==> src/rtl/rcl_pkg.sv <==
// shared constants, types and command/status structs for the row cluster legalizer
`timescale 1ns / 1ps
package rcl_pkg;

  localparam int MAX_CLUSTERS = 256;
  localparam int MAX_CELLS    = 1024;

  localparam int ADDR_W  = $clog2(MAX_CLUSTERS);
  localparam int USED_W  = $clog2(MAX_CLUSTERS + 1);
  localparam int CELLS_W = $clog2(MAX_CELLS + 1);

  localparam int POS_W   = 16;
  localparam int CW_W    = 10;
  localparam int CE_W    = 8;
  localparam int WGT_W   = 18;
  localparam int WID_W   = 17;
  localparam int QUAD_W  = 48;
  localparam int START_W = 10;
  localparam int COUNT_W = 9;

  localparam int WORD_W    = WGT_W + WID_W + QUAD_W + POS_W + START_W;
  localparam int DIV_STEPS = QUAD_W;
  localparam int DCNT_W    = $clog2(DIV_STEPS + 1);

  localparam int PADDR_W = 3;
  localparam int PDATA_W = 32;

  localparam logic REG_ROW_LEFT  = 1'b0;
  localparam logic REG_ROW_RIGHT = 1'b1;

  localparam logic OP_PLACE = 1'b0;
  localparam logic OP_CLEAR = 1'b1;

  typedef enum logic [3:0] {
    S_IDLE,
    S_CHECK,
    S_MUL,
    S_ADD,
    S_DIV_GO,
    S_DIV_WAIT,
    S_PLACE,
    S_PRED_RD,
    S_PRED_CMP,
    S_MERGE_MUL,
    S_MERGE,
    S_FIN
  } state_t;

  typedef struct packed {
    logic load;
    logic check;
    logic mul;
    logic add;
    logic div_start;
    logic place;
    logic pred_rd;
    logic merge_mul;
    logic merge;
    logic res_load;
  } cmd_t;

  typedef struct packed {
    logic is_clear;
    logic refuse;
    logic div_done;
    logic used_one;
    logic overlap;
  } status_t;

endpackage

==> src/rtl/rcl_ctrl.sv <==
// controller state machine sequencing checks, divisions and merges
`timescale 1ns / 1ps
module rcl_ctrl (
  input  logic              clk,
  input  logic              rst,
  input  logic              in_valid,
  output logic              in_ready,
  output logic              out_valid,
  input  logic              out_ready,
  output rcl_pkg::cmd_t     cmd,
  input  rcl_pkg::status_t  status
);
  import rcl_pkg::*;

  state_t state;
  state_t state_next;

  always_ff @(posedge clk) begin
    if (rst) begin
      state     <= S_IDLE;
      out_valid <= 1'b0;
    end else begin
      state <= state_next;
      if (cmd.res_load) begin
        out_valid <= 1'b1;
      end else if (out_ready) begin
        out_valid <= 1'b0;
      end
    end
  end

  always_comb begin
    state_next = state;
    cmd        = '0;
    in_ready   = 1'b0;
    case (state)
      S_IDLE: begin
        in_ready = 1'b1;
        if (in_valid) begin
          cmd.load   = 1'b1;
          state_next = S_CHECK;
        end
      end
      S_CHECK: begin
        cmd.check = 1'b1;
        if (status.is_clear || status.refuse) begin
          state_next = S_FIN;
        end else begin
          state_next = S_MUL;
        end
      end
      S_MUL: begin
        cmd.mul    = 1'b1;
        state_next = S_ADD;
      end
      S_ADD: begin
        cmd.add    = 1'b1;
        state_next = S_DIV_GO;
      end
      S_DIV_GO: begin
        cmd.div_start = 1'b1;
        state_next    = S_DIV_WAIT;
      end
      S_DIV_WAIT: begin
        if (status.div_done) begin
          state_next = S_PLACE;
        end
      end
      S_PLACE: begin
        cmd.place = 1'b1;
        if (status.used_one) begin
          state_next = S_FIN;
        end else begin
          state_next = S_PRED_RD;
        end
      end
      S_PRED_RD: begin
        cmd.pred_rd = 1'b1;
        state_next  = S_PRED_CMP;
      end
      S_PRED_CMP: begin
        if (status.overlap) begin
          state_next = S_MERGE_MUL;
        end else begin
          state_next = S_FIN;
        end
      end
      S_MERGE_MUL: begin
        cmd.merge_mul = 1'b1;
        state_next    = S_MERGE;
      end
      S_MERGE: begin
        cmd.merge  = 1'b1;
        state_next = S_DIV_GO;
      end
      S_FIN: begin
        if (!out_valid || out_ready) begin
          cmd.res_load = 1'b1;
          state_next   = S_IDLE;
        end
      end
      default: begin
        state_next = S_IDLE;
      end
    endcase
  end

endmodule

==> config.mk <==
export PLATFORM = sky130hd
export DESIGN_NAME = rcl_ctrl
export DESIGN_NICKNAME = d
export VERILOG_FILES = /design/src/rtl/rcl_pkg.sv /design/src/rtl/rcl_ctrl.sv
export SDC_FILE = /design/constraint.sdc
export NUM_CORES = 1
export LEC_CHECK = 0
export ABC_CLOCK_PERIOD_IN_PS = 1800
export BUFFER_PORTS_ARGS = -buffer_cell sky130_fd_sc_hd__buf_2
export CAP_MARGIN = 30
export CORE_AREA = 2 2 39 41
export DETAILED_ROUTE_END_ITERATION = 7
export DIE_AREA = 0 0 41 43
export PLACE_DENSITY = 0.62
export SYNTH_ARGS = -nofsm -noshare
export SYNTH_HDL_FRONTEND = slang
export SYNTH_SLANG_ARGS = --single-unit
==> constraint.sdc <==
create_clock -name clk -period 1.8 [get_ports clk]
set_input_delay 0.36 -clock clk [delete_from_list [all_inputs] [get_ports clk]]
set_output_delay 0.36 -clock clk [all_outputs]
set_load 0.02 [all_outputs]
==> key figures, run 1 <==
Setup path
  • Crit path depth: 3
  • Arrival time worst endpoint: about 1.3 ns
  • Worst reg2reg endpoint: state[0]$_SDFFE_PP0P_
  • Worst setup EP type: output pin
  • Critical Path Fanout Max: 10
  • FF-to-FF Start: state[2]$_SDFFE_PP0P_
  • Cell chain of the critical path: nor2_1 -> and3_1 -> buf_2
  • FF-to-FF setup slack: around 0.42 ns
  • Top delay family on crit path: flip-flops
  • Required @ worst endpoint: roughly 1.4 ns
  • R2R depth: 4
  • Crit path buffers/inverters: 1
  • Critical-path top delay cell: dfxtp_1
  • Critical Path Source Type: register
  • Crit-path max cell delay: 0.55 ns
  • Crit Path Class: reg -> out

Routing
  • Number of routed nets with antenna violations: 0
  • Detailed-route via count: between 400 and 500
  • Remaining DRCs: 0
  • First DRT Iteration DRCs: 11
  • Via density per instance: approximately 4.8
  • Pre-Repair DR Iteration Count: 4
  • Final wirelength: between 900 and 1000 um
  • Routed len/inst: roughly 11 um

Synth
  • Syn_area_per_cell: approximately 7.6 sq um
  • Synth area leader: dfxtp_1
  • Post-synth top area share: 23.5%
  • Syn Inst Count: 56
  • Synthesized flop and latch total: 5
  • Synth area leaders: dfxtp_1, nor2_1, buf_6
  • Register area share after synthesis: about a quarter
  • Yosys warning count: 0
  • Mapped Nets: 65
  • Mapped Area: about 430 sq um
  • Distinct cell type count after synthesis: 28

GRT
  • First-pass GRT wire length: 1530 um
  • Total grt overflow: 0
  • Pin count of the biggest net entering global routing: 14
  • Initial antenna violation count: 0
  • Global router's overall resource usage: approximately 13%
  • Number of global-route vias before repair: slightly below 400

Power
  • Switching pwr: ~0.00043 W
  • Worst VDD drop: approximately 0.00060 V
  • PwrDens: 1660 nW/um^2
  • Total Power: ~0.00088 W
  • Clk network pwr share: 14.8%
  • Seq pwr share: 29.0%
  • Sw Ratio: about half
  • Power share of the combinational group: between 50% and 60%
  • Leak Pwr: 0.255 nW
  • Int Power: approximately 0.00045 W

Timing
  • Period Utilization, post-route: approximately 90%
  • RSZ-0062 raised after global routing: false
  • Setup ws final: 0.139 ns
  • Slew Viols, Final: 0
  • Setup violations, final: 0
  • Final hold vios: 0
  • Slew at the pin closest to its max-slew limit: 0.387 ns
  • Worst Clk Skew: about 0.0013 ns
  • Max-slew headroom: 74.2%
  • Post-route minimum period: 1.66 ns
  • Fmax: approximately 0.6 GHz
  • Final TNS setup: 0 ns

Place
  • Port-buffer cells: 20
  • Hpwl dp: 722 um
  • Setup WS pre-CTS: 0.259 ns
  • Placer Congestion: around 0.76
  • Placed cell count: 87

Layout
  • Final core occ: around two fifths
  • Ant diodes: 0
  • Ratio of cells with drive above 1 in the final layout: 41.3%
  • Number of non-filler instances in the completed layout: 91
  • Nets: 85
  • P&R area growth vs syn: 24.7%

Min path
  • Hold path start: rst
  • HP Class: in -> reg
  • Min-Delay Path Depth: 2
  • Worst Hold End: state[1]$_SDFFE_PP0P_

Clock tree
  • Cts bufs inserted: 3
  • Clock-pin transition on the worst setup and hold timing paths: roughly 0.04 ns
  • Sink Count: 5
  • Later-pin clock latency in the skew report: 0.24 ns
  • CTS tree: yes
  • Clock root buffer: clkbuf_4
  • CTS max path bufs: 2
  • H-tree depth: 1

Floorplan
  • Initial Utilization: a little under a third
  • Die Wd: between 40 and 50 um
  • Core area: roughly 1400 sq um
  • Num rows: 14
  • Die ar.: around 1800 sq um
  • # IOs: 21
  • Die height: about 43 um

Status
  • Status: finished clean

Job
  • Maxcap violations: 0
==> cells in the mapped netlist <==
cell type,number
buf_2,1
nor2b_1,2
inv_1,1
mux2i_1,1
dfxtp_1,5
a21oi_1,5
nand4b_2,1
o2bb2ai_1,1
or2_4,1
and3_1,1
nor3_2,1
nor3b_1,1
and2_1,1
nand2b_1,4
a311oi_2,1
or3_1,1
a31oi_1,1
nand2_1,3
buf_6,3
buf_4,1
or2_1,1
o21ai_2,1
o21a_1,1
nor4b_1,1
nor3_1,2
o21ai_0,3
a22oi_1,1
nor2_1,10
==> metrics by stage <==
step           area, sq um  hold slack, ns
5_1_grt                531           0.347
2_1_floorplan          425           0.428
3_5_place_dp           499           0.510
4_1_cts                526           0.350
3_3_place_gp           499           0.510
6_report               531           0.352
==> area by class of cell <==
type | count | area [sq um]
fill | 155 | 853
multi-input combinational | 45 | 278
sequential | 5 | 103
timing repair buffer | 20 | 100
clock buffer | 4 | 26.3
tap | 16 | 20.0
inverter | 1 | 3.75
==> flip-flops by register name, summed over array words and instances, names as in the netlist <==
name       flops
out_valid      1
state          4
==> worst max path at each step <==
stage,startpoint,endpoint
after floorplan,state[3]$_SDFFE_PP0P_,cmd[9]
after global placement,state[0]$_SDFFE_PP0P_,cmd[9]
after detailed placement,state[0]$_SDFFE_PP0P_,cmd[9]
after CTS,state[0]$_SDFFE_PP0P_,cmd[9]
after global routing,state[3]$_SDFFE_PP0P_,cmd[9]
final,state[1]$_SDFFE_PP0P_,cmd[2]
==> worst register-to-register path: stages (launching register included) <==
cell and delay (ns):
dfxtp_1 0.40, or3_1 0.42, o21ai_2 0.07, a22oi_1 0.11, a311oi_2 0.28
==> routing by layer <==
layer	share of wire, %	global-route usage (%)	wire (um)
met3	5.5	6.28	53
met1	54	17.0	523
met4	0	2.00	0
met5	0	0	0
met2	40	17.8	385
==> cell usage in the layout, fill, tap and decap left out, drive strengths merged <==
master    n
a21oi     5
a22oi     1
a311oi    1
a31oi     1
and2      1
and3      1
buf      20
clkbuf    4
dfxtp     5
inv       1
mux2i     1
nand2     3
nand2b    4
nand4b    1
nor2     10
nor2b     2
nor3      3
nor3b     1
nor4b     1
o21a      1
o21ai     4
o2bb2ai   1
or2       2
or3       1
==> power by group through the flow <==
stage	clock (W)	sequential, W	combinational (W)
floorplan	0	0.000165	0.000515
global placement	0	0.000247	0.000484
global route	0.000144	0.000269	0.000560
detailed placement	0	0.000252	0.000486
finish	0.000130	0.000256	0.000495
CTS	0.000137	0.000249	0.000489
==> cell families (layout without fill, tap and decap cells) <==
logic type,Yosys count,count (layout),synth area share (%)
flip-flops,5,5,23.5
buffers and inverters,6,25,11.8
AND/OR/NAND/NOR,30,30,40.3
AO/OA/AOI/OAI,14,14,22.1
multiplexers,1,1,2.35
==> what timing repair did <==
item | 4_1_cts | 5_1_grt
hold buffers | 0 | 0
setup endpoints to repair | 0 | 4
resized for setup | 0 | 3
setup buffers | 0 | 0
(Power assumes the default switching activity.)
==> inputs of run 2 (changes only) <==
--- a/config.mk
+++ b/config.mk
@@ -9,6 +9,7 @@
 export BUFFER_PORTS_ARGS = -buffer_cell sky130_fd_sc_hd__buf_2
 export CAP_MARGIN = 30
 export CORE_AREA = 2 2 39 41
+export CTS_BUF_LIST = sky130_fd_sc_hd__clkbuf_4 sky130_fd_sc_hd__clkbuf_8
 export DETAILED_ROUTE_END_ITERATION = 7
 export DIE_AREA = 0 0 41 43
 export PLACE_DENSITY = 0.62
==> constraint.sdc (replaced) <==
create_clock -name clk -period 1.8 [get_ports clk]
set_input_delay 0.18 -clock clk [delete_from_list [all_inputs] [get_ports clk]]
set_output_delay 0.18 -clock clk [all_outputs]
set_load 0.02 [all_outputs]
==> run 2 against run 1 <==
- first-iteration DRC count fell by 45%
- routed wire length fell by 3.2%
- fmax rose by 2.7%
- worst hold slack got worse by 0.17 ns
- combinational power fell by 2%
- non-clock buffer count did not move
- register-to-register slack barely moved
- sequential power fell by 3%
- utilization fell by 0.090 points
- critical path depth rose by 1
==> key figures, run 2 (same netlist as run 1, synthesis figures left out) <==
Clock tree
  • Post-CTS sizing: 0 (unchanged)
  • H-tree depth: 1 (unchanged)
  • Clock root buffer: clkbuf_4 (unchanged)
  • CTS max path bufs: 2 (unchanged)
  • Cts bufs inserted: 3 (unchanged)
  • Post-CTS Repair Setup Buffers: 0 (unchanged)
  • Clock-pin transition on the worst setup and hold timing paths: 0.04 ns (about the same)
  • Sink Count: 5 (unchanged)
  • CTS tree: yes (unchanged)
  • Later-pin clock latency in the skew report: 0.24 ns (about the same)
  • Count of hold-fix buffers inserted at cts: 0 (unchanged)

Setup path
  • Crit Path Class: reg -> out (unchanged)
  • Worst reg2reg endpoint: state[0]$_SDFFE_PP0P_ (unchanged)
  • Crit path depth: 4 (was 3)
  • FF-to-FF Start: state[2]$_SDFFE_PP0P_ (unchanged)
  • Arrival time worst endpoint: 1.44 ns (was 1.30 ns)
  • Required @ worst endpoint: 1.62 ns (was 1.44 ns)
  • Critical Path Fanout Max: 13 (was 10)
  • Top delay family on crit path: flip-flops (unchanged)
  • R2R depth: 4 (unchanged)
  • Crit path buffers/inverters: 1 (unchanged)
  • FF-to-FF setup slack: 0.43 ns (was 0.42 ns)
  • Critical-path top delay cell: dfxtp_1 (unchanged)
  • Crit-path max cell delay: 0.53 ns (was 0.55 ns)
  • Cell chain of the critical path: or2_1 -> nor3_2 -> and2_1 -> buf_2 (was nor2_1 -> and3_1 -> buf_2)
  • Worst setup EP type: output pin (unchanged)
  • Critical Path Source Type: register (unchanged)

Timing
  • Fmax: 0.619 GHz (was 0.602 GHz)
  • Final hold vios: 0 (unchanged)
  • Slew Viols, Final: 0 (unchanged)
  • Hold Slack: 0.183 ns (was 0.352 ns)
  • Slew at the pin closest to its max-slew limit: 0.374 ns (was 0.387 ns)
  • Period Utilization, post-route: 89.8% (was 92.3%)
  • Post-route minimum period: 1.62 ns (was 1.66 ns)
  • Max-slew headroom: 75.0% (was 74.2%)
  • Setup ws final: 0.183 ns (was 0.139 ns)
  • Worst Clk Skew: 0.000925 ns (was 0.00134 ns)
  • Final TNS setup: 0 ns (unchanged)
  • Setup violations, final: 0 (unchanged)
  • RSZ-0062 raised after global routing: false (unchanged)

Min path
  • Worst Hold End: state[0]$_SDFFE_PP0P_ (was state[1]$_SDFFE_PP0P_)
  • HP Class: in -> reg (unchanged)
  • Min-Delay Path Depth: 2 (unchanged)
  • Hold path start: rst (unchanged)

Layout
  • Biggest registers after layout: state: 4 flops, out_valid: 1 flops (unchanged)
  • P&R area growth vs syn: 24.4% (was 24.7%)
  • Post-route design area: 529 sq um (was 531 sq um)
  • Nets: 85 (unchanged)
  • Number of non-filler instances in the completed layout: 91 (unchanged)
  • Register Area: 100 sq um (was 103 sq um)
  • Fillers: 158 (was 155)
  • Multi-input gate area: 275 sq um (was 278 sq um)
  • Max FFs per register: 4 (unchanged)
  • Most common cell after layout, fill and taps aside: buf_2 (unchanged)
  • Ant diodes: 0 (unchanged)
  • Ratio of cells with drive above 1 in the final layout: 38.7% (was 41.3%)
  • Commonest non-fill, non-tap cells in the layout: buf_2, nor2_1, a21oi_1, dfxtp_1 (was buf_2, nor2_1, a21oi_1)
  • Top reg by flops: state (unchanged)

Floorplan
  • Initial Utilization: 30.7% (unchanged)
  • Core area: 1380 sq um (unchanged)
  • Die ar.: 1760 sq um (unchanged)
  • Die Wd: 41 um (unchanged)
  • # IOs: 21 (unchanged)
  • Die height: 43 um (unchanged)
  • Num rows: 14 (unchanged)

Routing
  • Detailed-route via count: 427 (was 436)
  • Pre-Repair DR Iteration Count: 4 (unchanged)
  • Via density per instance: 4.69 (was 4.79)
  • First DRT Iteration DRCs: 6 (was 11)
  • Routed len/inst: 10.2 um (was 10.6 um)
  • Number of routed nets with antenna violations: 0 (unchanged)
  • Final wirelength: 931 um (was 962 um)
  • Remaining DRCs: 0 (unchanged)

Power
  • Worst VDD drop: 0.000498 V (was 0.000605 V)
  • Sw Ratio: 48.7% (was 48.8%)
  • Leak Pwr: 0.257 nW (was 0.255 nW)
  • Switching pwr: 0.000427 W (was 0.000430 W)
  • Power share of the combinational group: 55.4% (was 56.2%)
  • Int Power: 0.000450 W (was 0.000451 W)
  • Clk network pwr share: 16.2% (was 14.8%)
  • Seq pwr share: 28.4% (was 29.0%)
  • PwrDens: 1660 nW/um^2 (about the same)

Place
  • Placer Congestion: 0.733 (was 0.764)
  • Setup WS pre-CTS: 0.424 ns (was 0.259 ns)
  • Area after DPL: 499 sq um (unchanged)
  • Placed cell count: 87 (unchanged)
  • Port-buffer cells: 20 (unchanged)
  • Hpwl dp: 694 um (was 722 um)

Job
  • Maxcap violations: 0 (unchanged)

GRT
  • First-pass GRT wire length: 1410 um (was 1530 um)
  • Global router's overall resource usage: 11.7% (was 12.6%)
  • Initial antenna violation count: 0 (unchanged)
  • Total grt overflow: 0 (unchanged)
  • Number of global-route vias before repair: 349 (was 398)
  • Pin count of the biggest net entering global routing: 14 (unchanged)

Status
  • Status: finished clean (unchanged)
-- run 2: worst max path at each step --
stage / from / end
after floorplan: state[3]$_SDFFE_PP0P_ / cmd[9]
after global placement: state[0]$_SDFFE_PP0P_ / cmd[9]
after detailed placement: state[0]$_SDFFE_PP0P_ / cmd[9]
after CTS: state[0]$_SDFFE_PP0P_ / cmd[9]
after global routing: state[0]$_SDFFE_PP0P_ / cmd[9]
final: state[0]$_SDFFE_PP0P_ / cmd[9]
-- run 2: layout make-up --
cell class,instances,area share (%)
flip-flops and latches,5,18.9
inverters,1,0.709
well taps,16,3.78
clock buffers,4,5.67
repair buffers,20,18.9
multi-input cells,45,52.0
-- run 2: power groups by stage --
stage	clock, W	sequential [W]	combinational (W)
final	0.000142	0.000249	0.000485
after global routing	0.000164	0.000258	0.000552
after CTS	0.000151	0.000245	0.000489
after detailed placement	0	0.000248	0.000487
after global placement	0	0.000244	0.000487
after floorplan	0	0.000165	0.000515
-- run 2: through the flow --
step | util [%] | power (W)
6_report | 38.2 | 0.000876
4_1_cts | 38.2 | 0.000885
2_1_floorplan | - | 0.000680
5_1_grt | 38.2 | 0.000974
3_3_place_gp | 36.1 | 0.000731
3_5_place_dp | 36.1 | 0.000735
-- run 2: per-layer routing --
metal	share of wire [%]	vias to the layer above	track usage, %
met3	8.8	0	7.85
met1	51	180	16.1
met5	0	-	0
met2	40	17	15.3
li1	-	230	-
met4	0	0	2.00
